### src/design/sfcs_pkg.sv
// Package with shared types, codes and constants of the SPI flash command sequencer.
package sfcs_pkg;

  localparam int unsigned PageBytesDef  = 256;
  localparam int unsigned EraseBytesDef = 65536;

  typedef enum logic [2:0] {
    REQ_ERASE = 3'd0,
    REQ_WRITE = 3'd1,
    REQ_READ  = 3'd2,
    REQ_PROBE = 3'd3,
    REQ_WDATA = 3'd4,
    REQ_RXB   = 3'd5
  } req_e;

  typedef enum logic [2:0] {
    ACT_TX   = 3'd0,
    ACT_RX   = 3'd1,
    ACT_REL  = 3'd2,
    ACT_HOST = 3'd3,
    ACT_DONE = 3'd4
  } act_e;

  typedef enum logic [2:0] {
    PH_IDLE,
    PH_WDATA,
    PH_RDATA,
    PH_POLL,
    PH_ID
  } phase_e;

  // Result sequences that the back end expands into bus actions.
  typedef enum logic [3:0] {
    SEQ_FAULT,
    SEQ_DONE,
    SEQ_BLOCK,
    SEQ_PAGE,
    SEQ_READ_RX,
    SEQ_READ_POLL,
    SEQ_PROBE,
    SEQ_TX_ONLY,
    SEQ_TX_POLL,
    SEQ_HOST_RX,
    SEQ_HOST_POLL,
    SEQ_RX,
    SEQ_REL_BLOCK,
    SEQ_REL_PAGE,
    SEQ_REL_DONE,
    SEQ_REL_DONE_ID
  } seq_e;

  localparam logic [7:0] CmdWren  = 8'h06;
  localparam logic [7:0] CmdBe    = 8'hD8;
  localparam logic [7:0] CmdPp    = 8'h02;
  localparam logic [7:0] CmdRead  = 8'h03;
  localparam logic [7:0] CmdRdsr  = 8'h05;
  localparam logic [7:0] CmdRdid  = 8'h9F;
  localparam logic [7:0] CmdRsten = 8'h66;
  localparam logic [7:0] CmdRst   = 8'h99;
  localparam logic [7:0] CmdWrsr  = 8'h01;

  // Request payload: one erase/write/read/probe request, write data byte or flash byte.
  typedef struct packed {
    logic [2:0]  req_type;
    logic [23:0] flash_addr;
    logic [24:0] span;
    logic [7:0]  data_byte;
  } req_t;

  // Result payload: one SPI bus action.
  typedef struct packed {
    logic [2:0]  action;
    logic [7:0]  bus_byte;
    logic [23:0] device_id;
    logic        fault;
    logic        last;
  } res_t;

  // One classified request handed from front to back.
  typedef struct packed {
    seq_e        seq;
    logic [23:0] addr;
    logic [7:0]  data;
  } job_t;

  localparam int unsigned JobW = $bits(job_t);

endpackage

### src/design/sfcs_if.sv
// Valid/ready channel interface carrying one payload.
interface sfcs_if #(
  parameter type payload_t = logic
);
  logic     valid;
  logic     ready;
  payload_t payload;

  modport source (output valid, output payload, input ready);
  modport sink   (input valid, input payload, output ready);
endinterface

### src/design/sfcs_front.sv
// Front end: tracks the operation state and classifies each input item into a job.
module sfcs_front #(
  parameter int unsigned PageBytes  = sfcs_pkg::PageBytesDef,
  parameter int unsigned EraseBytes = sfcs_pkg::EraseBytesDef
) (
  input  logic              clk_i,
  input  logic              rst_ni,
  input  logic              in_valid_i,
  output logic              in_ready_o,
  input  logic [2:0]        req_type_i,
  input  logic [23:0]       flash_addr_i,
  input  logic [24:0]       span_i,
  input  logic [7:0]        data_byte_i,
  output logic              job_valid_o,
  input  logic              job_ready_i,
  output sfcs_pkg::job_t    job_o
);
  localparam int unsigned PgW = $clog2(PageBytes);
  localparam int unsigned EbW = $clog2(EraseBytes);
  localparam int unsigned BlkW = 25 - EbW;

  sfcs_pkg::phase_e  phase_q, phase_d;
  logic [1:0]        op_q, op_d;
  logic [23:0]       addr_q, addr_d;
  logic [24:0]       rem_q, rem_d;
  logic [PgW:0]      page_q, page_d;
  logic [BlkW-1:0]   blk_q, blk_d;
  logic [23:0]       id_q, id_d;
  logic [1:0]        idx_q, idx_d;

  logic              acc;
  logic [24:0]       diff;
  logic [PgW:0]      room;
  logic [PgW:0]      room_take;
  logic [23:0]       id_new;
  logic [23:0]       next_blk_addr;
  sfcs_pkg::job_t    job;

  assign in_ready_o  = job_ready_i;
  assign job_valid_o = in_valid_i;
  assign job_o       = job;
  assign acc         = in_valid_i && job_ready_i;

  assign diff = span_i - {1'b0, flash_addr_i};
  assign next_blk_addr = addr_q + 24'(EraseBytes);

  always_comb begin
    room = (PgW+1)'(PageBytes) - {1'b0, addr_q[PgW-1:0]};
    room_take = (rem_q < 25'(room)) ? rem_q[PgW:0] : room;
  end

  always_comb begin
    id_new = id_q;
    unique case (idx_q)
      2'd0:    id_new[7:0]   = data_byte_i;
      2'd1:    id_new[15:8]  = data_byte_i;
      2'd2:    id_new[23:16] = data_byte_i;
      default: id_new        = id_q;
    endcase
  end

  always_comb begin
    phase_d = phase_q;
    op_d    = op_q;
    addr_d  = addr_q;
    rem_d   = rem_q;
    page_d  = page_q;
    blk_d   = blk_q;
    id_d    = id_q;
    idx_d   = idx_q;
    job.seq  = sfcs_pkg::SEQ_FAULT;
    job.addr = addr_q;
    job.data = data_byte_i;
    priority if (phase_q == sfcs_pkg::PH_IDLE && req_type_i <= sfcs_pkg::REQ_PROBE) begin
      op_d   = req_type_i[1:0];
      addr_d = flash_addr_i;
      job.addr = flash_addr_i;
      unique case (req_type_i)
        sfcs_pkg::REQ_ERASE: begin
          blk_d = (span_i > {1'b0, flash_addr_i}) ? diff[24:EbW] : '0;
          if (span_i > {1'b0, flash_addr_i} && diff[24:EbW] != '0) begin
            job.seq = sfcs_pkg::SEQ_BLOCK;
            phase_d = sfcs_pkg::PH_POLL;
          end else begin
            job.seq = sfcs_pkg::SEQ_DONE;
          end
        end
        sfcs_pkg::REQ_WRITE: begin
          rem_d = span_i;
          if (span_i != '0) begin
            job.seq = sfcs_pkg::SEQ_PAGE;
            phase_d = sfcs_pkg::PH_WDATA;
            page_d  = ((span_i < 25'(PageBytes - flash_addr_i[PgW-1:0])) ?
                       span_i[PgW:0] :
                       (PgW+1)'(PageBytes) - {1'b0, flash_addr_i[PgW-1:0]});
          end else begin
            job.seq = sfcs_pkg::SEQ_DONE;
          end
        end
        sfcs_pkg::REQ_READ: begin
          rem_d = span_i;
          if (span_i != '0) begin
            job.seq = sfcs_pkg::SEQ_READ_RX;
            phase_d = sfcs_pkg::PH_RDATA;
          end else begin
            job.seq = sfcs_pkg::SEQ_READ_POLL;
            phase_d = sfcs_pkg::PH_POLL;
          end
        end
        default: begin
          id_d    = '0;
          idx_d   = '0;
          job.seq = sfcs_pkg::SEQ_PROBE;
          phase_d = sfcs_pkg::PH_ID;
        end
      endcase
    end else if (phase_q == sfcs_pkg::PH_WDATA && req_type_i == sfcs_pkg::REQ_WDATA) begin
      addr_d = addr_q + 24'd1;
      rem_d  = rem_q - 25'd1;
      page_d = page_q - 1'b1;
      if (page_q == (PgW+1)'(1)) begin
        job.seq = sfcs_pkg::SEQ_TX_POLL;
        phase_d = sfcs_pkg::PH_POLL;
      end else begin
        job.seq = sfcs_pkg::SEQ_TX_ONLY;
      end
    end else if (phase_q == sfcs_pkg::PH_RDATA && req_type_i == sfcs_pkg::REQ_RXB) begin
      rem_d = rem_q - 25'd1;
      if (rem_q != 25'd1) begin
        job.seq = sfcs_pkg::SEQ_HOST_RX;
      end else begin
        job.seq = sfcs_pkg::SEQ_HOST_POLL;
        phase_d = sfcs_pkg::PH_POLL;
      end
    end else if (phase_q == sfcs_pkg::PH_POLL && req_type_i == sfcs_pkg::REQ_RXB) begin
      if (data_byte_i[0]) begin
        job.seq = sfcs_pkg::SEQ_RX;
      end else if (op_q == 2'(sfcs_pkg::REQ_ERASE)) begin
        blk_d  = blk_q - 1'b1;
        addr_d = next_blk_addr;
        job.addr = next_blk_addr;
        if (blk_q != BlkW'(1)) begin
          job.seq = sfcs_pkg::SEQ_REL_BLOCK;
        end else begin
          job.seq = sfcs_pkg::SEQ_REL_DONE;
          phase_d = sfcs_pkg::PH_IDLE;
        end
      end else if (op_q == 2'(sfcs_pkg::REQ_WRITE) && rem_q != '0) begin
        job.seq = sfcs_pkg::SEQ_REL_PAGE;
        phase_d = sfcs_pkg::PH_WDATA;
        page_d  = room_take;
      end else begin
        job.seq = sfcs_pkg::SEQ_REL_DONE;
        phase_d = sfcs_pkg::PH_IDLE;
      end
    end else if (phase_q == sfcs_pkg::PH_ID && req_type_i == sfcs_pkg::REQ_RXB) begin
      id_d  = id_new;
      idx_d = idx_q + 2'd1;
      if (idx_q == 2'd2) begin
        idx_d   = '0;
        job.seq = sfcs_pkg::SEQ_REL_DONE_ID;
        job.addr = id_new;
        phase_d = sfcs_pkg::PH_IDLE;
      end else begin
        job.seq = sfcs_pkg::SEQ_RX;
      end
    end else begin
      job.seq = sfcs_pkg::SEQ_FAULT;
    end
  end

  always_ff @(posedge clk_i or negedge rst_ni) begin
    if (!rst_ni) begin
      phase_q <= sfcs_pkg::PH_IDLE;
      op_q    <= '0;
      addr_q  <= '0;
      rem_q   <= '0;
      page_q  <= '0;
      blk_q   <= '0;
      id_q    <= '0;
      idx_q   <= '0;
    end else if (acc) begin
      phase_q <= phase_d;
      op_q    <= op_d;
      addr_q  <= addr_d;
      rem_q   <= rem_d;
      page_q  <= page_d;
      blk_q   <= blk_d;
      id_q    <= id_d;
      idx_q   <= idx_d;
    end
  end
endmodule

### src/design/sfcs_queue.sv
// Short two-entry queue of jobs between the front and back ends.
module sfcs_queue (
  input  logic           clk_i,
  input  logic           rst_ni,
  input  logic           wr_valid_i,
  output logic           wr_ready_o,
  input  sfcs_pkg::job_t wr_job_i,
  output logic           rd_valid_o,
  input  logic           rd_ready_i,
  output sfcs_pkg::job_t rd_job_o
);
  sfcs_pkg::job_t mem_q [2];
  logic           wp_q, rp_q;
  logic [1:0]     cnt_q;
  logic           wr, rd;

  assign wr_ready_o = cnt_q != 2'd2;
  assign rd_valid_o = cnt_q != 2'd0;
  assign rd_job_o   = mem_q[rp_q];
  assign wr = wr_valid_i && wr_ready_o;
  assign rd = rd_valid_o && rd_ready_i;

  always_ff @(posedge clk_i) begin
    if (wr) begin
      mem_q[wp_q] <= wr_job_i;
    end
  end

  always_ff @(posedge clk_i or negedge rst_ni) begin
    if (!rst_ni) begin
      wp_q  <= 1'b0;
      rp_q  <= 1'b0;
      cnt_q <= '0;
    end else begin
      if (wr) wp_q <= ~wp_q;
      if (rd) rp_q <= ~rp_q;
      cnt_q <= cnt_q + 2'(wr) - 2'(rd);
    end
  end
endmodule

### src/design/sfcs_back.sv
// Back end: expands each job into its bus actions, one result per cycle while results are taken.
module sfcs_back (
  input  logic           clk_i,
  input  logic           rst_ni,
  input  logic           job_valid_i,
  output logic           job_ready_o,
  input  sfcs_pkg::job_t job_i,
  output logic           out_valid_o,
  input  logic           out_ready_i,
  output logic [2:0]     action_o,
  output logic [7:0]     bus_byte_o,
  output logic [23:0]    device_id_o,
  output logic           fault_o,
  output logic           last_o
);
  logic [3:0]  step_q;
  logic        vld_q;
  logic [2:0]  act_q;
  logic [7:0]  byte_q;
  logic [23:0] id_q;
  logic        flt_q, last_q;

  logic [2:0]  act;
  logic [7:0]  byt;
  logic        fin;
  logic        load;
  logic [23:0] a;

  assign a = job_i.addr;
  assign load = job_valid_i && (!vld_q || out_ready_i);
  assign job_ready_o = load && fin;

  // Action table: step number within a sequence gives one result.
  always_comb begin
    act = sfcs_pkg::ACT_TX;
    byt = 8'h00;
    fin = 1'b0;
    unique case (job_i.seq)
      sfcs_pkg::SEQ_FAULT, sfcs_pkg::SEQ_DONE: begin
        act = (job_i.seq == sfcs_pkg::SEQ_FAULT) ? sfcs_pkg::ACT_REL : sfcs_pkg::ACT_DONE;
        fin = 1'b1;
      end
      sfcs_pkg::SEQ_BLOCK, sfcs_pkg::SEQ_PAGE, sfcs_pkg::SEQ_REL_BLOCK,
      sfcs_pkg::SEQ_REL_PAGE: begin
        logic [3:0] s;
        s = step_q;
        if (job_i.seq == sfcs_pkg::SEQ_REL_BLOCK || job_i.seq == sfcs_pkg::SEQ_REL_PAGE) begin
          s = step_q - 4'd1;
        end
        if (step_q == 4'd0 &&
            (job_i.seq == sfcs_pkg::SEQ_REL_BLOCK || job_i.seq == sfcs_pkg::SEQ_REL_PAGE)) begin
          act = sfcs_pkg::ACT_REL;
        end else begin
          unique case (s)
            4'd0: byt = sfcs_pkg::CmdWren;
            4'd1: act = sfcs_pkg::ACT_REL;
            4'd2: byt = (job_i.seq == sfcs_pkg::SEQ_BLOCK ||
                         job_i.seq == sfcs_pkg::SEQ_REL_BLOCK) ? sfcs_pkg::CmdBe
                                                               : sfcs_pkg::CmdPp;
            4'd3: byt = a[23:16];
            4'd4: byt = a[15:8];
            4'd5: begin
              byt = a[7:0];
              fin = (job_i.seq == sfcs_pkg::SEQ_PAGE || job_i.seq == sfcs_pkg::SEQ_REL_PAGE);
            end
            4'd6: act = sfcs_pkg::ACT_REL;
            4'd7: byt = sfcs_pkg::CmdRdsr;
            default: begin
              act = sfcs_pkg::ACT_RX;
              fin = 1'b1;
            end
          endcase
        end
      end
      sfcs_pkg::SEQ_READ_RX, sfcs_pkg::SEQ_READ_POLL: begin
        unique case (step_q)
          4'd0: byt = sfcs_pkg::CmdRead;
          4'd1: byt = a[23:16];
          4'd2: byt = a[15:8];
          4'd3: byt = a[7:0];
          4'd4: begin
            if (job_i.seq == sfcs_pkg::SEQ_READ_RX) begin
              act = sfcs_pkg::ACT_RX;
              fin = 1'b1;
            end else begin
              act = sfcs_pkg::ACT_REL;
            end
          end
          4'd5: byt = sfcs_pkg::CmdRdsr;
          default: begin
            act = sfcs_pkg::ACT_RX;
            fin = 1'b1;
          end
        endcase
      end
      sfcs_pkg::SEQ_PROBE: begin
        unique case (step_q)
          4'd0: byt = sfcs_pkg::CmdRsten;
          4'd1: act = sfcs_pkg::ACT_REL;
          4'd2: byt = sfcs_pkg::CmdRst;
          4'd3: act = sfcs_pkg::ACT_REL;
          4'd4: byt = sfcs_pkg::CmdWrsr;
          4'd5: byt = 8'h00;
          4'd6: act = sfcs_pkg::ACT_REL;
          4'd7: byt = sfcs_pkg::CmdRdid;
          default: begin
            act = sfcs_pkg::ACT_RX;
            fin = 1'b1;
          end
        endcase
      end
      sfcs_pkg::SEQ_TX_ONLY, sfcs_pkg::SEQ_TX_POLL: begin
        unique case (step_q)
          4'd0: begin
            byt = job_i.data;
            fin = (job_i.seq == sfcs_pkg::SEQ_TX_ONLY);
          end
          4'd1: act = sfcs_pkg::ACT_REL;
          4'd2: byt = sfcs_pkg::CmdRdsr;
          default: begin
            act = sfcs_pkg::ACT_RX;
            fin = 1'b1;
          end
        endcase
      end
      sfcs_pkg::SEQ_HOST_RX, sfcs_pkg::SEQ_HOST_POLL: begin
        unique case (step_q)
          4'd0: begin
            act = sfcs_pkg::ACT_HOST;
            byt = job_i.data;
          end
          4'd1: begin
            if (job_i.seq == sfcs_pkg::SEQ_HOST_RX) begin
              act = sfcs_pkg::ACT_RX;
              fin = 1'b1;
            end else begin
              act = sfcs_pkg::ACT_REL;
            end
          end
          4'd2: byt = sfcs_pkg::CmdRdsr;
          default: begin
            act = sfcs_pkg::ACT_RX;
            fin = 1'b1;
          end
        endcase
      end
      sfcs_pkg::SEQ_RX: begin
        act = sfcs_pkg::ACT_RX;
        fin = 1'b1;
      end
      default: begin
        // Release then completion, with the ID on probe completion.
        if (step_q == 4'd0) begin
          act = sfcs_pkg::ACT_REL;
        end else begin
          act = sfcs_pkg::ACT_DONE;
          fin = 1'b1;
        end
      end
    endcase
  end

  always_ff @(posedge clk_i or negedge rst_ni) begin
    if (!rst_ni) begin
      vld_q  <= 1'b0;
      step_q <= '0;
    end else begin
      if (load) begin
        vld_q  <= 1'b1;
        step_q <= fin ? 4'd0 : step_q + 4'd1;
      end else if (out_ready_i) begin
        vld_q <= 1'b0;
      end
    end
  end

  always_ff @(posedge clk_i) begin
    if (load) begin
      act_q  <= act;
      byte_q <= byt;
      id_q   <= (job_i.seq == sfcs_pkg::SEQ_REL_DONE_ID && fin) ? job_i.addr : 24'd0;
      flt_q  <= job_i.seq == sfcs_pkg::SEQ_FAULT;
      last_q <= fin;
    end
  end

  assign out_valid_o = vld_q;
  assign action_o    = act_q;
  assign bus_byte_o  = byte_q;
  assign device_id_o = id_q;
  assign fault_o     = flt_q;
  assign last_o      = last_q;
endmodule

### src/design/spi_flash_command_sequencer_unit.sv
// Top level of the SPI flash command sequencer.
//
// The request channel (req_if) carries erase, write, read and probe requests, write
// data bytes and bytes received from the flash. The result channel (res_if) carries
// SPI bus actions: transmit a byte, clock in a byte, release chip select, hand a
// read byte to the host, or report completion with the device ID after a probe.
// Each request causes one to ten results; the last one has last set. A request
// that is not expected in the current phase is dropped and answered by a single
// release result with fault set.
// The front end classifies a request in the cycle it is accepted and pushes one job
// into a two-entry queue; the back end expands it into results at one per cycle
// while results are taken. Throughput is bounded by the back end, which frees a job
// from the queue only as it loads that job's last result. A stalled result channel
// holds the result register; the queue then fills and the request channel deasserts
// ready. Reset returns the sequencer to idle with an empty queue and no result
// pending.
module spi_flash_command_sequencer_unit #(
  parameter int unsigned PageBytes  = sfcs_pkg::PageBytesDef,
  parameter int unsigned EraseBytes = sfcs_pkg::EraseBytesDef
) (
  input logic clk_i,
  input logic rst_ni,
  sfcs_if.sink   req_if,
  sfcs_if.source res_if
);
  logic           fj_valid, fj_ready;
  sfcs_pkg::job_t fj;
  logic           bj_valid, bj_ready;
  sfcs_pkg::job_t bj;

  sfcs_front #(.PageBytes(PageBytes), .EraseBytes(EraseBytes)) u_front (
    .clk_i, .rst_ni,
    .in_valid_i   (req_if.valid),
    .in_ready_o   (req_if.ready),
    .req_type_i   (req_if.payload.req_type),
    .flash_addr_i (req_if.payload.flash_addr),
    .span_i       (req_if.payload.span),
    .data_byte_i  (req_if.payload.data_byte),
    .job_valid_o  (fj_valid),
    .job_ready_i  (fj_ready),
    .job_o        (fj)
  );

  sfcs_queue u_queue (
    .clk_i, .rst_ni,
    .wr_valid_i (fj_valid), .wr_ready_o (fj_ready), .wr_job_i (fj),
    .rd_valid_o (bj_valid), .rd_ready_i (bj_ready), .rd_job_o (bj)
  );

  sfcs_back u_back (
    .clk_i, .rst_ni,
    .job_valid_i (bj_valid), .job_ready_o (bj_ready), .job_i (bj),
    .out_valid_o (res_if.valid), .out_ready_i (res_if.ready),
    .action_o    (res_if.payload.action),
    .bus_byte_o  (res_if.payload.bus_byte),
    .device_id_o (res_if.payload.device_id),
    .fault_o     (res_if.payload.fault),
    .last_o      (res_if.payload.last)
  );
endmodule

### src/flat_wrapper.sv
// flat-port wrapper written by rule: the top's interface ports become plain ports
module spi_flash_command_sequencer_unit_flat 
#(
  parameter int unsigned PageBytes  = sfcs_pkg::PageBytesDef,
  parameter int unsigned EraseBytes = sfcs_pkg::EraseBytesDef
)
  (clk_i, rst_ni, req_if_valid, req_if_payload, req_if_ready, res_if_valid, res_if_payload, res_if_ready);
  sfcs_if #(.payload_t(sfcs_pkg::req_t)) req_if_i ();
  sfcs_if #(.payload_t(sfcs_pkg::res_t)) res_if_i ();
  input logic clk_i;
  input logic rst_ni;
  input wire logic [$bits(req_if_i.valid)-1:0] req_if_valid;
  input wire logic [$bits(req_if_i.payload)-1:0] req_if_payload;
  output wire logic [$bits(req_if_i.ready)-1:0] req_if_ready;
  output wire logic [$bits(res_if_i.valid)-1:0] res_if_valid;
  output wire logic [$bits(res_if_i.payload)-1:0] res_if_payload;
  input wire logic [$bits(res_if_i.ready)-1:0] res_if_ready;
  assign req_if_i.valid = req_if_valid;
  assign req_if_i.payload = req_if_payload;
  assign req_if_ready = req_if_i.ready;
  assign res_if_valid = res_if_i.valid;
  assign res_if_payload = res_if_i.payload;
  assign res_if_i.ready = res_if_ready;
  spi_flash_command_sequencer_unit #(.PageBytes(PageBytes), .EraseBytes(EraseBytes)) u_core (.clk_i(clk_i), .rst_ni(rst_ni), .req_if(req_if_i), .res_if(res_if_i));
endmodule
### config.mk
export PLATFORM = sky130hd
export DESIGN_NAME = spi_flash_command_sequencer_unit_flat
export DESIGN_NICKNAME = d
export VERILOG_FILES = /design/src/design/sfcs_pkg.sv /design/src/design/sfcs_if.sv /design/src/design/sfcs_front.sv /design/src/design/sfcs_queue.sv /design/src/design/sfcs_back.sv /design/src/design/spi_flash_command_sequencer_unit.sv /design/src/flat_wrapper.sv
export SDC_FILE = /design/constraint.sdc
export NUM_CORES = 1
export LEC_CHECK = 0
export ABC_AREA = 0
export BUFFER_PORTS_ARGS = -buffer_cell sky130_fd_sc_hd__buf_2
export CAP_MARGIN = 25
export CELL_PAD_IN_SITES_DETAIL_PLACEMENT = 0
export CELL_PAD_IN_SITES_GLOBAL_PLACEMENT = 1
export CORE_ASPECT_RATIO = 2
export CORE_MARGIN = 10
export CORE_UTILIZATION = 51
export CTS_CLUSTER_DIAMETER = 100
export DETAILED_ROUTE_END_ITERATION = 7
export PLACE_DENSITY = 0.95
export SYNTH_ARGS = -nofsm -noshare
export SYNTH_HDL_FRONTEND = slang
export SYNTH_SLANG_ARGS = --single-unit
### constraint.sdc
create_clock -name clk_i -period 6.7 [get_ports clk_i]
set_clock_uncertainty 0.2 [all_clocks]
set_input_delay 1.34 -clock clk_i [delete_from_list [all_inputs] [get_ports clk_i]]
set_output_delay 1.34 -clock clk_i [all_outputs]
set_load 0.05 [all_outputs]
==> reports/results.ini <==
[outcome]
status=completed

[synthesis]
yosys.area.top_type_share_pct=23.6
synth_cell_types=86
syn-num-nets=1684
ys.flop_type=edfxtp_1
synthesis.area_mm2=0.0139
yosysSeqAreaShare_pct=41.5
syn_inst=1563
synth_warnings=0
ys_async_sr_fraction_pct=47.6
yosys.area.top_type=edfxtp_1
synth_area_leaders=edfxtp_1 24%, dfrtp_1 18%, o21ai_0 6.2%
syn_avg_cell_area_um2=8.87
synth-edff-count=109
ys_ff_latch=208

[power]
sw_frac_of_total_pct=46.8
p_comb_share_pct=49.5
power.switching_mw=3.39
ir_worst_vdd_mv=0.222
finalPower_mw=7.26
pwr_density_cell_mw_per_mm2=471
intPower_mw=3.87
p_seq_share_pct=33.0
p_leak_nw=6.30
pwr-share-clk_pct=17.5

[die]
die_h_um=253
die_x_um=137
start_util_pct=51.5
boundaryPins=103
dieArea_mm2=0.0346
num_rows=85
core_area_mm2=0.0269

[timing]
timing.fmax_ghz=0.227
holdWs_ps=278
maxSlewHeadroom_pct=21.0
tightest_slew_ps=1180
tns_ps=0
rsz0062_at_grt=no
setup_viol=0
layout_min_cycle_time_ps=4410
period_share_pct=65.8
drv_slew=0
hold_viol=0

[drt]
postRouteAntennaNets=0
num_vias=12800
routedWlPerCell_um=23.6
viasPerCell=6.44
dr.pass1.iters=6
drt-total-wl_um=46900
post-route-drc-count=0
first_iter_violations=1029

[layout]
fillers=2448
final_cell_mix=183 x nand2_1, 172 x o21ai_0, 130 x nor2_1, 109 x edfxtp_1, 107 x a21oi_1
final_core_util_pct=57.3
areaGrowthSynthToFinish_pct=11.2
layout_commonest_cell=nand2_1
final_cell_area_mm2=0.0154
nets=1747
drive_above_1_share_pct=12.6

[setup_path]
worst-setup-path-type=input port to flop
critPathCaptureType=flop
worstSetupStartpointType=input port
critPathRequiredTime_ps=6920
r2r_end=u_core.u_front.page_q[6]
cp.arrival_ps=4630
r2r_cells=12
cp_max_fo=6
r2r_setup_slack_ps=2360
timing.rr.start=u_core.u_front.addr_q[0]

[min_path]
worst_hold_path.endpoint=u_core.u_front.id_q[1]
hold_depth=2
worstHoldStart=u_core.u_front.id_q[1]
hold_class=flop to flop

[job]
cap_violations=0

[clock_network]
cts_tree=done
cts_hold_buffers=0
clk_pin_slew_ps=80
cts_setup_buffers=0
cts_resized=0
clk_path_buf_depth=3
htree_levels=1
numCtsBuffers=20
cts-root-buf=clkbuf_16
clock-sinks=208
worstSkewPairLatency_ps=530

[global_routing]
grt_use_total_pct=26.9
antenna_found_initial=2
grt_overflow_total=0
grt_pass1_vias=13000
grt_max_degree=80
grt_pass1_wl_um=72600

[place]
place.gp.congestion=1.04
port_buffers=102
placed_cell_area_mm2=0.0147
dp_hpwl_um=36300

layout make-up:
class / instances / area (µm²) / area share [%]
antenna: 1 / 2.50 / 0.0162
clock buffer: 24 / 578 / 3.75
clock inverter: 12 / 160 / 1.04
inverter: 70 / 263 / 1.70
multi-input combinational: 1201 / 7540 / 48.9
sequential: 208 / 5750 / 37.3
tap: 348 / 435 / 2.82
timing repair buffer: 125 / 693 / 4.49
synthesized netlist by cell type, types with 27 or more instances:
| master | number |
|---|---|
| o22ai_1 | 27 |
| edfxtp_1 | 109 |
| dfrtp_1 | 99 |
| nor2_1 | 131 |
| o21ai_0 | 172 |
| nand3_1 | 33 |
| o31ai_1 | 28 |
| clkbuf_1 | 68 |
| a21oi_1 | 107 |
| ha_1 | 57 |
| inv_1 | 69 |
| nand2_1 | 184 |
| nor3_1 | 48 |
| mux2i_1 | 48 |
critical path: stages:
cell,delay (ps)
buf_2,90
inv_1,40
ha_1,380
nand4_1,210
nor4_1,610
a21boi_1,500
o311ai_0,240
a222oi_1,360
and4_1,250
and4bb_1,250
o21ai_1,90
a31o_1,270
registers in the layout, summed over array words and instances, names as in the netlist:
register / flops
u_core.u_back.fault_o: 1
u_core.u_back.device_id_o: 24
u_core.u_back.out_valid_o: 1
u_core.u_front.phase_q: 3
u_core.u_back.last_o: 1
u_core.u_front.id_q: 16
u_core.u_queue.wp_q: 1
u_core.u_front.page_q: 9
u_core.u_front.idx_q: 2
u_core.u_front.blk_q: 9
u_core.u_back.action_o: 3
u_core.u_queue.cnt_q: 2
u_core.u_back.step_q: 4
u_core.u_front.op_q: 2
u_core.u_front.rem_q: 25
u_core.u_queue.mem_q: 72
u_core.u_front.addr_q: 24
u_core.u_back.bus_byte_o: 8
u_core.u_queue.rp_q: 1
power groups by stage:
stage	Clock (mW)	Sequential, mW	Combinational [mW]
final	1.27	2.40	3.59
after floorplan	0	2.53	2.34
after detailed placement	0	2.41	3.52
after CTS	1.28	2.38	3.53
after global placement	0	2.39	3.46
after global routing	1.34	2.46	3.91
worst max-delay path by stage:
stage / end / from / slack [ps] / cells after the start
4_1_cts: u_core.u_queue.mem_q[0][33] / req_if_payload[21] / 2400 / 11
6_report: u_core.u_front.phase_q[1] / req_if_payload[46] / 2290 / 12
5_1_grt: u_core.u_queue.cnt_q[1] / u_core.u_back.step_q[0] / 2160 / 15
3_5_place_dp: u_core.u_front.phase_q[1] / req_if_payload[21] / 1860 / 11
3_3_place_gp: u_core.u_front.phase_q[1] / req_if_payload[20] / 1970 / 11
2_1_floorplan: u_core.u_front.page_q[5] / req_if_payload[36] / 2570 / 13
metal layers:
layer,routed length [µm],share of wire [%],vias up,track usage (%)
li1,-,-,5970,-
met1,15000,32,6080,24.8
met2,25500,54,568,50.9
met3,2480,5.3,192,3.24
met4,3980,8.5,2,21.1
met5,11,0.023,-,0
logic make-up (layout without fill, tap and decap cells):
group | after synthesis | count (layout) | share of synthesized area (%)
simple gates | 525 | 525 | 17.9
compound gates | 522 | 522 | 24.0
flops | 208 | 208 | 41.5
buf+inv | 154 | 231 | 4.33
mux | 71 | 71 | 5.51
fa+ha+maj | 57 | 57 | 5.14
xor+xnor | 26 | 26 | 1.64
other cells | 0 | 1 | 0
per-stage QoR:
step / setup WS [ps] / std cells
after floorplan: 2570 / 1563
after global placement: 1970 / 1949
after detailed placement: 1860 / 1951
after CTS: 2400 / 1987
after global routing: 2160 / 1988
final: 2290 / 1989
No activity file was read; power rests on OpenSTA's default activity.
